### src/rtl/core/osfe_pkg.sv
// shared types, constants and digest key table for the sensor frame encoder
`default_nettype none

package osfe_pkg;

  // configuration register indexes
  localparam logic [2:0] CFG_CHANNEL     = 3'd0;
  localparam logic [2:0] CFG_SENSOR_ID   = 3'd1;
  localparam logic [2:0] CFG_MODEL_BYTE  = 3'd2;
  localparam logic [2:0] CFG_HUMIDITY    = 3'd3;
  localparam logic [2:0] CFG_LOW_BATTERY = 3'd4;

  // reset values of the configuration registers
  localparam logic [2:0] RST_CHANNEL     = 3'd3;
  localparam logic [7:0] RST_SENSOR_ID   = 8'd65;
  localparam logic [7:0] RST_MODEL_BYTE  = 8'd70;
  localparam logic [7:0] RST_HUMIDITY    = 8'd50;
  localparam logic       RST_LOW_BATTERY = 1'b0;

  localparam int MSG_BITS    = 48;
  localparam int DIGEST_BITS = 40;
  localparam int FRAME_BITS  = 192;
  localparam int FRAME_BYTES = 24;

  localparam logic [4:0] LAST_INDEX = 5'(FRAME_BYTES - 1);

  // frame leads
  localparam logic [11:0] LEAD_FIRST  = 12'h001;
  localparam logic [14:0] LEAD_REPEAT = 15'h1FFD;

  // lfsr digest
  localparam logic [7:0] DIGEST_GEN = 8'h98;
  localparam logic [7:0] DIGEST_KEY = 8'h3e;
  localparam logic [7:0] DIGEST_XOR = 8'h64;

  // raw = floor(T*18/100) + 720, done as floor((T*18 + 72000) / 100)
  localparam logic signed [20:0] RAW_OFFSET = 21'sd72000;
  localparam logic signed [20:0] RAW_SAT    = 21'sd409600;
  localparam logic [18:0]        RAW_SAT_N  = 19'd409599;
  localparam logic [19:0]        DIV100_MUL   = 20'd671089;
  localparam int                 DIV100_SHIFT = 26;

  typedef struct packed {
    logic       low_battery;
    logic [2:0] channel;
    logic [7:0] sensor_id;
    logic [7:0] model_byte;
    logic [7:0] humidity;
  } cfg_t;

  // key used for each message bit, first bit at entry 0
  function automatic logic [DIGEST_BITS-1:0][7:0] gen_digest_keys();
    logic [7:0]                    k;
    logic [DIGEST_BITS-1:0][7:0]   tbl;
    k = DIGEST_KEY;
    for (int j = 0; j < DIGEST_BITS; j++) begin
      tbl[j] = k;
      k = k[0] ? ((k >> 1) ^ DIGEST_GEN) : (k >> 1);
    end
    return tbl;
  endfunction

  localparam logic [DIGEST_BITS-1:0][7:0] DIGEST_KEYS = gen_digest_keys();

endpackage

`default_nettype wire

### src/rtl/core/ook_sensor_frame_encoder_top.sv
// top level of the ook sensor frame encoder
//
//  channel  direction  handshake              payload
//  in       input      in_valid / in_ready    in_water_temp_centi (s16)
//  out      output     out_valid / out_ready  out_frame_byte, out_byte_index, out_last_byte
//  cfg      input      cfg_valid / cfg_ready  cfg_index (3), cfg_data (8)
//
// each reading gives 24 frame bytes, one per cycle while out_ready is high;
// the byte serialiser in the back end sets that rate; after the reading's
// transaction its first byte passes the two scaling stages, the queue, the
// frame register and the output register
// the front takes a new reading while the back is still sending; up to
// QUEUE_DEPTH messages wait in between or in the scaling stages, then in_ready drops
// synchronous active-low reset; configuration returns to its reset values
`default_nettype none

module ook_sensor_frame_encoder_top #(
  parameter int QUEUE_DEPTH = 4
) (
  input  logic               clk,
  input  logic               rst_n,
  input  logic               in_valid,
  output logic               in_ready,
  input  logic signed [15:0] in_water_temp_centi,
  output logic               out_valid,
  input  logic               out_ready,
  output logic [7:0]         out_frame_byte,
  output logic [4:0]         out_byte_index,
  output logic               out_last_byte,
  input  logic               cfg_valid,
  output logic               cfg_ready,
  input  logic [2:0]         cfg_index,
  input  logic [7:0]         cfg_data
);
  import osfe_pkg::*;

  localparam int CW = $clog2(QUEUE_DEPTH + 1);

  cfg_t                cfg_r, cfg_nxt;
  logic [CW-1:0]       q_count;
  logic                push;
  logic [MSG_BITS-1:0] push_msg;
  logic                q_pop;
  logic [MSG_BITS-1:0] q_msg;

  // configuration writes are always taken; unknown indexes are dropped
  assign cfg_ready = 1'b1;

  always_comb begin
    cfg_nxt = cfg_r;
    if (cfg_valid) begin
      case (cfg_index)
        CFG_CHANNEL:     cfg_nxt.channel     = cfg_data[2:0];
        CFG_SENSOR_ID:   cfg_nxt.sensor_id   = cfg_data;
        CFG_MODEL_BYTE:  cfg_nxt.model_byte  = cfg_data;
        CFG_HUMIDITY:    cfg_nxt.humidity    = cfg_data;
        CFG_LOW_BATTERY: cfg_nxt.low_battery = cfg_data[0];
        default:         cfg_nxt             = cfg_r;
      endcase
    end
  end

  always_ff @(posedge clk) begin
    if (!rst_n) begin
      cfg_r.channel     <= RST_CHANNEL;
      cfg_r.sensor_id   <= RST_SENSOR_ID;
      cfg_r.model_byte  <= RST_MODEL_BYTE;
      cfg_r.humidity    <= RST_HUMIDITY;
      cfg_r.low_battery <= RST_LOW_BATTERY;
    end else begin
      cfg_r <= cfg_nxt;
    end
  end

  // scaling, message build and digest
  osfe_front #(
    .QUEUE_DEPTH(QUEUE_DEPTH),
    .CW         (CW)
  ) u_front (
    .clk                (clk),
    .rst_n              (rst_n),
    .in_valid           (in_valid),
    .in_ready           (in_ready),
    .in_water_temp_centi(in_water_temp_centi),
    .cfg                (cfg_r),
    .q_count            (q_count),
    .push               (push),
    .push_msg           (push_msg)
  );

  // finished messages waiting for the serialiser
  osfe_queue #(
    .QUEUE_DEPTH(QUEUE_DEPTH),
    .CW         (CW)
  ) u_queue (
    .clk     (clk),
    .rst_n   (rst_n),
    .push    (push),
    .push_msg(push_msg),
    .pop     (q_pop),
    .pop_msg (q_msg),
    .count   (q_count)
  );

  // frame layout and byte output
  osfe_back u_back (
    .clk           (clk),
    .rst_n         (rst_n),
    .q_valid       (q_count != '0),
    .q_msg         (q_msg),
    .q_pop         (q_pop),
    .out_valid     (out_valid),
    .out_ready     (out_ready),
    .out_frame_byte(out_frame_byte),
    .out_byte_index(out_byte_index),
    .out_last_byte (out_last_byte)
  );

  // queue never holds more than its depth
  a_queue_bound: assert property (@(posedge clk) disable iff (!rst_n)
    q_count <= CW'(QUEUE_DEPTH))
    else $error("message queue overflow");

  // flow control leaves room for every message already in the scaling stages
  a_no_push_when_full: assert property (@(posedge clk) disable iff (!rst_n)
    push && !q_pop |-> q_count < CW'(QUEUE_DEPTH))
    else $error("push into a full queue");

  // the flag marks only the final byte of a frame
  a_last_index: assert property (@(posedge clk) disable iff (!rst_n)
    out_valid && out_last_byte |-> out_byte_index == LAST_INDEX)
    else $error("last byte flag on wrong index");

  // bytes of one frame follow each other with no gap
  a_frame_contiguous: assert property (@(posedge clk) disable iff (!rst_n)
    out_valid && out_ready && !out_last_byte |=>
      out_valid && (out_byte_index == 5'($past(out_byte_index) + 5'd1)))
    else $error("frame bytes out of sequence");

endmodule

`default_nettype wire

### src/rtl/core/osfe_front.sv
// front end: accepts readings, scales to raw, builds message with digest
`default_nettype none

module osfe_front #(
  parameter int QUEUE_DEPTH = 4,
  parameter int CW          = 3
) (
  input  logic                        clk,
  input  logic                        rst_n,
  input  logic                        in_valid,
  output logic                        in_ready,
  input  logic signed [15:0]          in_water_temp_centi,
  input  osfe_pkg::cfg_t              cfg,
  input  logic [CW-1:0]               q_count,
  output logic                        push,
  output logic [osfe_pkg::MSG_BITS-1:0] push_msg
);
  import osfe_pkg::*;

  logic signed [20:0] t_ext;
  logic signed [20:0] v;
  logic [18:0]        n_nxt;
  logic [18:0]        n_r;
  logic               s1_v_r;
  logic [38:0]        prod_nxt;
  logic [38:0]        prod_r;
  logic               s2_v_r;
  logic [11:0]        raw;
  logic [DIGEST_BITS-1:0] msg40;
  logic [7:0]         dig;
  logic [CW:0]        occupied;

  // room for everything already in flight plus this one
  assign occupied = {1'b0, q_count} + (CW+1)'(s1_v_r) + (CW+1)'(s2_v_r);
  assign in_ready = occupied < (CW+1)'(QUEUE_DEPTH);

  always_comb begin
    t_ext = {{5{in_water_temp_centi[15]}}, in_water_temp_centi};
    v     = (t_ext <<< 4) + (t_ext <<< 1) + RAW_OFFSET;
    if (v < 0) begin
      n_nxt = '0;
    end else if (v >= RAW_SAT) begin
      n_nxt = RAW_SAT_N;
    end else begin
      n_nxt = v[18:0];
    end
  end

  assign prod_nxt = {20'd0, n_r} * {19'd0, DIV100_MUL};

  always_ff @(posedge clk) begin
    if (!rst_n) begin
      s1_v_r <= 1'b0;
      s2_v_r <= 1'b0;
    end else begin
      s1_v_r <= in_valid & in_ready;
      s2_v_r <= s1_v_r;
    end
  end

  always_ff @(posedge clk) begin
    if (in_valid & in_ready) begin
      n_r <= n_nxt;
    end
    prod_r <= prod_nxt;
  end

  always_comb begin
    raw   = prod_r[DIV100_SHIFT +: 12];
    msg40 = {cfg.model_byte, cfg.sensor_id,
             cfg.low_battery, cfg.channel, raw[11:8],
             raw[7:0], cfg.humidity};
    dig = DIGEST_XOR;
    for (int j = 0; j < DIGEST_BITS; j++) begin
      if (msg40[DIGEST_BITS-1-j]) begin
        dig = dig ^ DIGEST_KEYS[j];
      end
    end
  end

  assign push     = s2_v_r;
  assign push_msg = {msg40, dig};

endmodule

`default_nettype wire

### src/rtl/core/osfe_queue.sv
// small message queue between front and back
`default_nettype none

module osfe_queue #(
  parameter int QUEUE_DEPTH = 4,
  parameter int CW          = 3
) (
  input  logic                          clk,
  input  logic                          rst_n,
  input  logic                          push,
  input  logic [osfe_pkg::MSG_BITS-1:0] push_msg,
  input  logic                          pop,
  output logic [osfe_pkg::MSG_BITS-1:0] pop_msg,
  output logic [CW-1:0]                 count
);
  import osfe_pkg::*;

  localparam int PW = (QUEUE_DEPTH > 1) ? $clog2(QUEUE_DEPTH) : 1;

  logic [MSG_BITS-1:0] mem_r [QUEUE_DEPTH];
  logic [PW-1:0]       wr_ptr_r, wr_ptr_nxt;
  logic [PW-1:0]       rd_ptr_r, rd_ptr_nxt;
  logic [CW-1:0]       count_r, count_nxt;

  always_comb begin
    wr_ptr_nxt = wr_ptr_r;
    rd_ptr_nxt = rd_ptr_r;
    count_nxt  = count_r;
    if (push) begin
      wr_ptr_nxt = (wr_ptr_r == PW'(QUEUE_DEPTH - 1)) ? '0 : wr_ptr_r + PW'(1);
    end
    if (pop) begin
      rd_ptr_nxt = (rd_ptr_r == PW'(QUEUE_DEPTH - 1)) ? '0 : rd_ptr_r + PW'(1);
    end
    if (push && !pop) begin
      count_nxt = count_r + CW'(1);
    end else if (pop && !push) begin
      count_nxt = count_r - CW'(1);
    end
  end

  always_ff @(posedge clk) begin
    if (!rst_n) begin
      wr_ptr_r <= '0;
      rd_ptr_r <= '0;
      count_r  <= '0;
    end else begin
      wr_ptr_r <= wr_ptr_nxt;
      rd_ptr_r <= rd_ptr_nxt;
      count_r  <= count_nxt;
    end
  end

  always_ff @(posedge clk) begin
    if (push) begin
      mem_r[wr_ptr_r] <= push_msg;
    end
  end

  assign pop_msg = mem_r[rd_ptr_r];
  assign count   = count_r;

endmodule

`default_nettype wire

### src/rtl/core/osfe_back.sv
// back end: lays out the frame and serialises it one byte per cycle while out_ready is high
`default_nettype none

module osfe_back (
  input  logic                          clk,
  input  logic                          rst_n,
  input  logic                          q_valid,
  input  logic [osfe_pkg::MSG_BITS-1:0] q_msg,
  output logic                          q_pop,
  output logic                          out_valid,
  input  logic                          out_ready,
  output logic [7:0]                    out_frame_byte,
  output logic [4:0]                    out_byte_index,
  output logic                          out_last_byte
);
  import osfe_pkg::*;

  logic [FRAME_BITS-1:0] frame_r, frame_nxt;
  logic [4:0]            idx_r, idx_nxt;
  logic                  busy_r, busy_nxt;
  logic                  out_valid_r, out_valid_nxt;
  logic [7:0]            byte_r, byte_nxt;
  logic [4:0]            oidx_r, oidx_nxt;
  logic                  last_r, last_nxt;
  logic                  advance;
  logic                  emit;
  logic                  load;

  assign advance = !out_valid_r || out_ready;
  assign emit    = busy_r && advance;
  assign load    = q_valid && (!busy_r || (emit && idx_r == LAST_INDEX));
  assign q_pop   = load;

  always_comb begin
    frame_nxt     = frame_r;
    idx_nxt       = idx_r;
    busy_nxt      = busy_r;
    out_valid_nxt = out_valid_r;
    byte_nxt      = byte_r;
    oidx_nxt      = oidx_r;
    last_nxt      = last_r;
    if (advance) begin
      out_valid_nxt = busy_r;
      byte_nxt      = frame_r[FRAME_BITS-1 -: 8];
      oidx_nxt      = idx_r;
      last_nxt      = (idx_r == LAST_INDEX);
    end
    if (emit) begin
      frame_nxt = frame_r << 8;
      idx_nxt   = idx_r + 5'd1;
      if (idx_r == LAST_INDEX) begin
        busy_nxt = 1'b0;
      end
    end
    if (load) begin
      frame_nxt = {LEAD_FIRST, q_msg, 2'b00,
                   LEAD_REPEAT, q_msg, 2'b00,
                   LEAD_REPEAT, q_msg, 2'b00};
      idx_nxt   = '0;
      busy_nxt  = 1'b1;
    end
  end

  always_ff @(posedge clk) begin
    if (!rst_n) begin
      busy_r      <= 1'b0;
      out_valid_r <= 1'b0;
      idx_r       <= '0;
    end else begin
      busy_r      <= busy_nxt;
      out_valid_r <= out_valid_nxt;
      idx_r       <= idx_nxt;
    end
  end

  always_ff @(posedge clk) begin
    frame_r <= frame_nxt;
    byte_r  <= byte_nxt;
    oidx_r  <= oidx_nxt;
    last_r  <= last_nxt;
  end

  assign out_valid      = out_valid_r;
  assign out_frame_byte = byte_r;
  assign out_byte_index = oidx_r;
  assign out_last_byte  = last_r;

endmodule

`default_nettype wire
### config.mk
export PLATFORM = sky130hd
export DESIGN_NAME = ook_sensor_frame_encoder_top
export DESIGN_NICKNAME = d
export VERILOG_FILES = /design/src/rtl/core/osfe_pkg.sv /design/src/rtl/core/ook_sensor_frame_encoder_top.sv /design/src/rtl/core/osfe_front.sv /design/src/rtl/core/osfe_queue.sv /design/src/rtl/core/osfe_back.sv
export SDC_FILE = /design/constraint.sdc
export NUM_CORES = 1
export LEC_CHECK = 0
export BUFFER_PORTS_ARGS = -buffer_cell sky130_fd_sc_hd__buf_2
export CAP_MARGIN = 20
export CORE_MARGIN = 5
export CORE_UTILIZATION = 25
export DETAILED_ROUTE_END_ITERATION = 12
export GPL_TIMING_DRIVEN = 0
export PLACE_DENSITY_LB_ADDON = 0.1
export SYNTH_ARGS = -nofsm -noshare
export SYNTH_HDL_FRONTEND = slang
export SYNTH_HIERARCHICAL = 1
export SYNTH_SLANG_ARGS = --single-unit
### constraint.sdc
create_clock -name clk -period 6.85 [get_ports clk]
set_clock_uncertainty 0.1 [all_clocks]
set_input_delay 0.685 -clock clk [delete_from_list [all_inputs] [get_ports clk]]
set_output_delay 0.685 -clock clk [all_outputs]
set_load 0.05 [all_outputs]
== Word-level counts from Yosys, hierarchy flattened ==
Memory sizes are Yosys's and may differ from the RTL's. A register that Yosys moved wholly into a read port is not among the register bits.
Cells that the tools add are included.
Storage, ports and cells
  flip-flop bits (word level): 305
  bits in latches: 0
  RAM bits: 192
  ROM bits: 0
  output and inout bits: 17
  logic and storage cells: 161
  memories kept: 1
Memories
  u_queue.mem_r: depth 4, width 48, rd ports 1, clocked after memory_dff 1, write ports 1, line osfe_queue.sv:20  | logic [MSG_BITS-1:0] mem_r [QUEUE_DEPTH];
Operators by class
  add/subtract/negate cells: 9
  multiply operators: 1
  div/mod/pow operators: 0
  order comparisons: 3
  equality and inequality tests: 7
  shift operators: 0
  muxes and demuxes: 54
  bitwise logic cells: 41
  reduce and logical (&&, ||, !) cells: 24
Operators by type and width (number)
  180-bit 2-to-1 mux: 2
  8-bit 2-to-1 mux: 18
  5-bit NOT: 15
  7-bit 2-to-1 mux: 9
  3-bit NOT: 19
  6-bit 2-to-1 mux: 8
  19-bit by 20-bit multiplier with 38-bit output, second input constant: 1
  20-bit by 17-bit adder with 21-bit output: 1
  21-bit by 18-bit adder with 21-bit output, second input constant: 1
  21-bit by 20-bit >= comparator with 1-bit output, second input constant: 1
  21-bit by 1-bit < comparator with 1-bit output, second input constant: 1
  19-bit 2-to-1 mux: 1
  5-bit 2-to-1 mux: 3
  2-bit AND reduction: 6
  3-bit 2-to-1 mux: 3
  2-bit 2-to-1 mux: 4
  3-bit by 2-bit equality test with 1-bit output, second input constant: 2
  2-bit nonzero test: 3
  5-bit by 1-bit adder with 5-bit output, second input constant: 1
  5-bit equality test, second input constant: 1
  1-bit logical AND: 5
  1-bit 2-to-1 mux: 5
  1-bit NOT: 5
  4-bit NOT with 5-bit output: 1
  16 further kinds: 23

== Longest topological paths before layout ==
  word-level depth: 78
  gate-level depth with buffers: 21
  gate-level depth less buffers: 21

== Modules after synthesis ==
Netlist, hierarchy kept.
Modules (own cells, without submodules)
  osfe_front: instances 1, cells an instance 943, area each 9078.7 um^2, sequential area each 850.8 um^2
  osfe_back: instances 1, cells an instance 584, area each 8296.7 um^2, sequential area each 5805.6 um^2
  osfe_queue: instances 1, cells an instance 292, area each 7363.3 um^2, sequential area each 5945.7 um^2
  ook_sensor_frame_encoder_top: instances 1, cells an instance 115, area each 1181.1 um^2, sequential area each 560.5 um^2

== Worst setup path before layout ==
OpenSTA, ideal clock, no wires.
  kind: reg2reg
  from: register u_front.n_r[8]
  to: register u_front.prod_r[37]
  library setup time: 0.127 ns
  data arrival time: 5.734 ns
  required time: 6.623 ns
  slack: 0.889 ns
  cell stages (with the launch flop): 20
  path buffers: 0
  clock period less this slack: 5.961 ns
  cell sequence: edfxtp_1 fa_1 inv_1 fa_1 fa_1 inv_1 fa_1 fa_1 inv_1 fa_1 inv_1 ha_1 and3_1 nand3_1 or3_1 a211o_1 a31o_2 a21oi_1 nor4_1 or3_1
Between the ends
  longest elaborated chain between the ends: 1
Ends and longest elaborated chain
  from (decl): line osfe_front.sv:23  | logic [18:0] n_r;
  from (signal assigned): line osfe_front.sv:63  | n_r <= n_nxt;
  19-bit by 20-bit multiplier with 38-bit output: line osfe_front.sv:49  | assign prod_nxt = {20'd0, n_r} * {19'd0, DIV100_MUL};
  via u_front.prod_nxt[37]: line osfe_front.sv:25  | logic [38:0] prod_nxt;
  to (signal assigned): line osfe_front.sv:65  | prod_r <= prod_nxt;
  to (decl): line osfe_front.sv:26  | logic [38:0] prod_r;
The timed path passes the listed nets, and every way through them passes these cells.
A chain may end at the register's enable or synchronous reset.

== Final worst setup path ==
  from: register u_front.n_r[2]
  to: register u_front.prod_r[37]
Same word-level chain as after synthesis.

==> reports/results.ini <==
[synth]
synth_area_leaders=edfxtp_1 (43%), fa_1 (9.7%), ha_1 (9.5%)
async_flop_share=0
netlist_area_um2=25900
synth_top_area_share=0.427
synth_common_cells=edfxtp_1 (369), inv_1 (286), ha_1 (197), a22o_1 (136), fa_1 (126)
seq_area_frac_synth=0.508
syn_nets=2289
yosys_warnings=6
synth-edff-count=369
synth_top_cell_by_area=edfxtp_1
yosysMostFrequentCell=edfxtp_1
syn_inst=1934
synth_area_per_cell_um2=13.4
ys.flop_type=edfxtp_1
ys_ff_latch=473
ys_types=72

[die]
rows=118
initial_utilization=0.251
die_w_um=332
die_height_um=332
dieArea_um2=110000
io-pin-count=49
core_area_um2=103000

[timing]
slew_violations=0
setup_viol=0
rsz0062_at_grt=no
period_share=0.944
hold_slack_ns=0.253
period_minus_slack_ns=6.47
clock.fmax_mhz=155
worst_slew_pin_slew_ns=0.958
maxSlewHeadroom=0.362
hold_viol=0

[final_layout]
fin_util=0.289
drive_above_1_share=0.132
instances_no_fill=3474
syn2layout_area_growth_pct=15.0
stdcell_area_um2=29800
diodes=0
fillCellCount=10500
fin_nets=2403

[worst_setup_path]
crit_fanout=8
rr_endpoint=u_front/prod_r[37]
critPathRequiredTime_ns=7.22
crit_start=u_front/n_r[2]
crit_chain=fa_1 > fa_1 > inv_1 > fa_1 > inv_1 > fa_1 > fa_1 > inv_1 > fa_1 > inv_1 > ha_1 > o211ai_1 > o211ai_1 > a21oi_1 > a211o_1 > a31o_2 > a21oi_2 > nor4_1 > or3_1
slowest_stage=edfxtp_1
reg2reg_slack_ns=0.38
crit_path_start_kind=flip-flop
slowest_delay_ns=0.66
worst-r2r-cell-count=19
rr_startpoint=u_front/n_r[2]
worstSetupEndpoint=u_front/prod_r[37]
cp-end-kind=flip-flop
crit_arrival_ns=6.84
cp_common_cell=fa_1
critical_path_class=flip-flop to flip-flop

[clocking]
clk_latency_ns=0.61
tritoncts=done
root_buffer=clkbuf_16
htreeDepth=2
cts_made_buffers=55
clock-sinks=473
cts.clk_slew.worst_paths_ns=0.07
clockBufferDepth=3

[placement]
dp_cells=3365
place_area_um2=28000
gp_congestion=0.785
dp_hpwl_um=53300
portBuffers=47

[global_route]
grt_pass1_vias=16100
antenna_found_initial=0
grt.overflow.total=0
track_usage=0.125
grt_max_degree=57
grt_pass1_wl_um=105000

[drt]
wl_per_cell_um=20.2
firstDrtPassIters=5
routed_via_density=4.32
final_antenna_net_count=0
dr.first_iter.drc_count=785
drcViolationCount=0
wl_um=70100
dr_total_vias=15000

[job]
drv_cap=0

[worst_hold_path]
min_path_type=input pin to flip-flop

[outcome]
outcome=finished clean

[worst min-delay path by stage]
stage	startpoint	to	slack (ns)	cells after the start
floorplan	u_back/frame_r[184]	u_back/out_frame_byte[0]	0.31	0
global placement	u_back/frame_r[187]	u_back/out_frame_byte[3]	0.31	0
detailed placement	u_back/frame_r[185]	u_back/out_frame_byte[1]	0.32	0
CTS	in_valid	u_front/s1_v_r	0.20	2
global route	in_valid	u_front/s1_v_r	0.23	2
finish	in_valid	u_front/s1_v_r	0.25	2
[critical path, delay by kind of cell, from the launching register on]
family / cells / cell delay [ns]
and+or+nand+nor: 2 / 0.45
adders and majority gates: 7 / 3.39
AOI/OAI and AO/OA: 6 / 1.52
DFF: 1 / 0.66
buffers and inverters: 4 / 0.22
[through the flow]
stage,setup TNS (ns),worst slack [ns]
after floorplan,0,0.889
after global placement,-92.94,-0.653
after detailed placement,0,0.220
after CTS,0,0.224
after global routing,0,0.0870
final,0,0.382
[cells by family after synthesis]
kind of cell,share of synthesized area
multiplexers,0.0545
AO/OA/AOI/OAI,0.0979
flip-flops,0.508
XOR/XNOR,0.0372
AND/OR/NAND/NOR,0.0453
other,0.000145
buffers and inverters,0.0647
adder cells (fa/ha/maj),0.192
[metal layers]
metal	vias to the layer above	wire, µm	global-route usage
li1	7155	-	-
met1	7560	29700	0.153
met2	204	37000	0.233
met3	83	1860	0.0167
met4	0	1490	0.0300
met5	-	0	0
[placed cells by master, fill, tap and decap left out, types with 19 or more instances in the layout]
| master | count |
|---|---|
| edfxtp_1 | 369 |
| inv_1 | 286 |
| ha_1 | 197 |
| a22o_1 | 136 |
| fa_1 | 126 |
| dfxtp_1 | 104 |
| xnor2_1 | 95 |
| buf_2 | 80 |
| nand2_1 | 63 |
| clkbuf_16 | 57 |
| clkbuf_1 | 52 |
| mux4_2 | 48 |
| buf_4 | 39 |
| a21oi_1 | 34 |
| mux2i_1 | 33 |
| nor2_1 | 30 |
| nand3_1 | 30 |
| o21ai_0 | 26 |
| nor2b_1 | 24 |
| nor3_1 | 22 |
| o22ai_1 | 19 |
[flip-flops by register name, summed over array words and instances, names as in the netlist, 2 cells and up, named ones only]
signal and count:
u_queue/count 3, cfg_r 28, u_front/prod_r 12, u_back/out_frame_byte 8, u_front/n_r 19, u_back/idx_r 5, u_queue/wr_ptr_r 2, u_back/frame_r 190
u_back/out_byte_index 5, u_queue/rd_ptr_r 2, u_queue/mem_r 192
[layout make-up]
cell class,instances,area [µm²],area share
plain buffers,106,601,0.0201
clock buffers,87,1640,0.0550
clock inverters,16,148,0.00495
inverters,287,1080,0.0361
multi-input cells,1068,11100,0.372
flip-flops and latches,473,13200,0.441
well taps,1380,1730,0.0579
repair buffers,57,363,0.0122
[timing repair]
item                       CTS  global route
setup endpoints to repair    0             1
setup buffers                0             6
hold buffers                 0             0
gates resized for setup      0             1
Power is not shown: default switching activity piles up to over one toggle a cycle in this logic, so the estimate is an artifact.
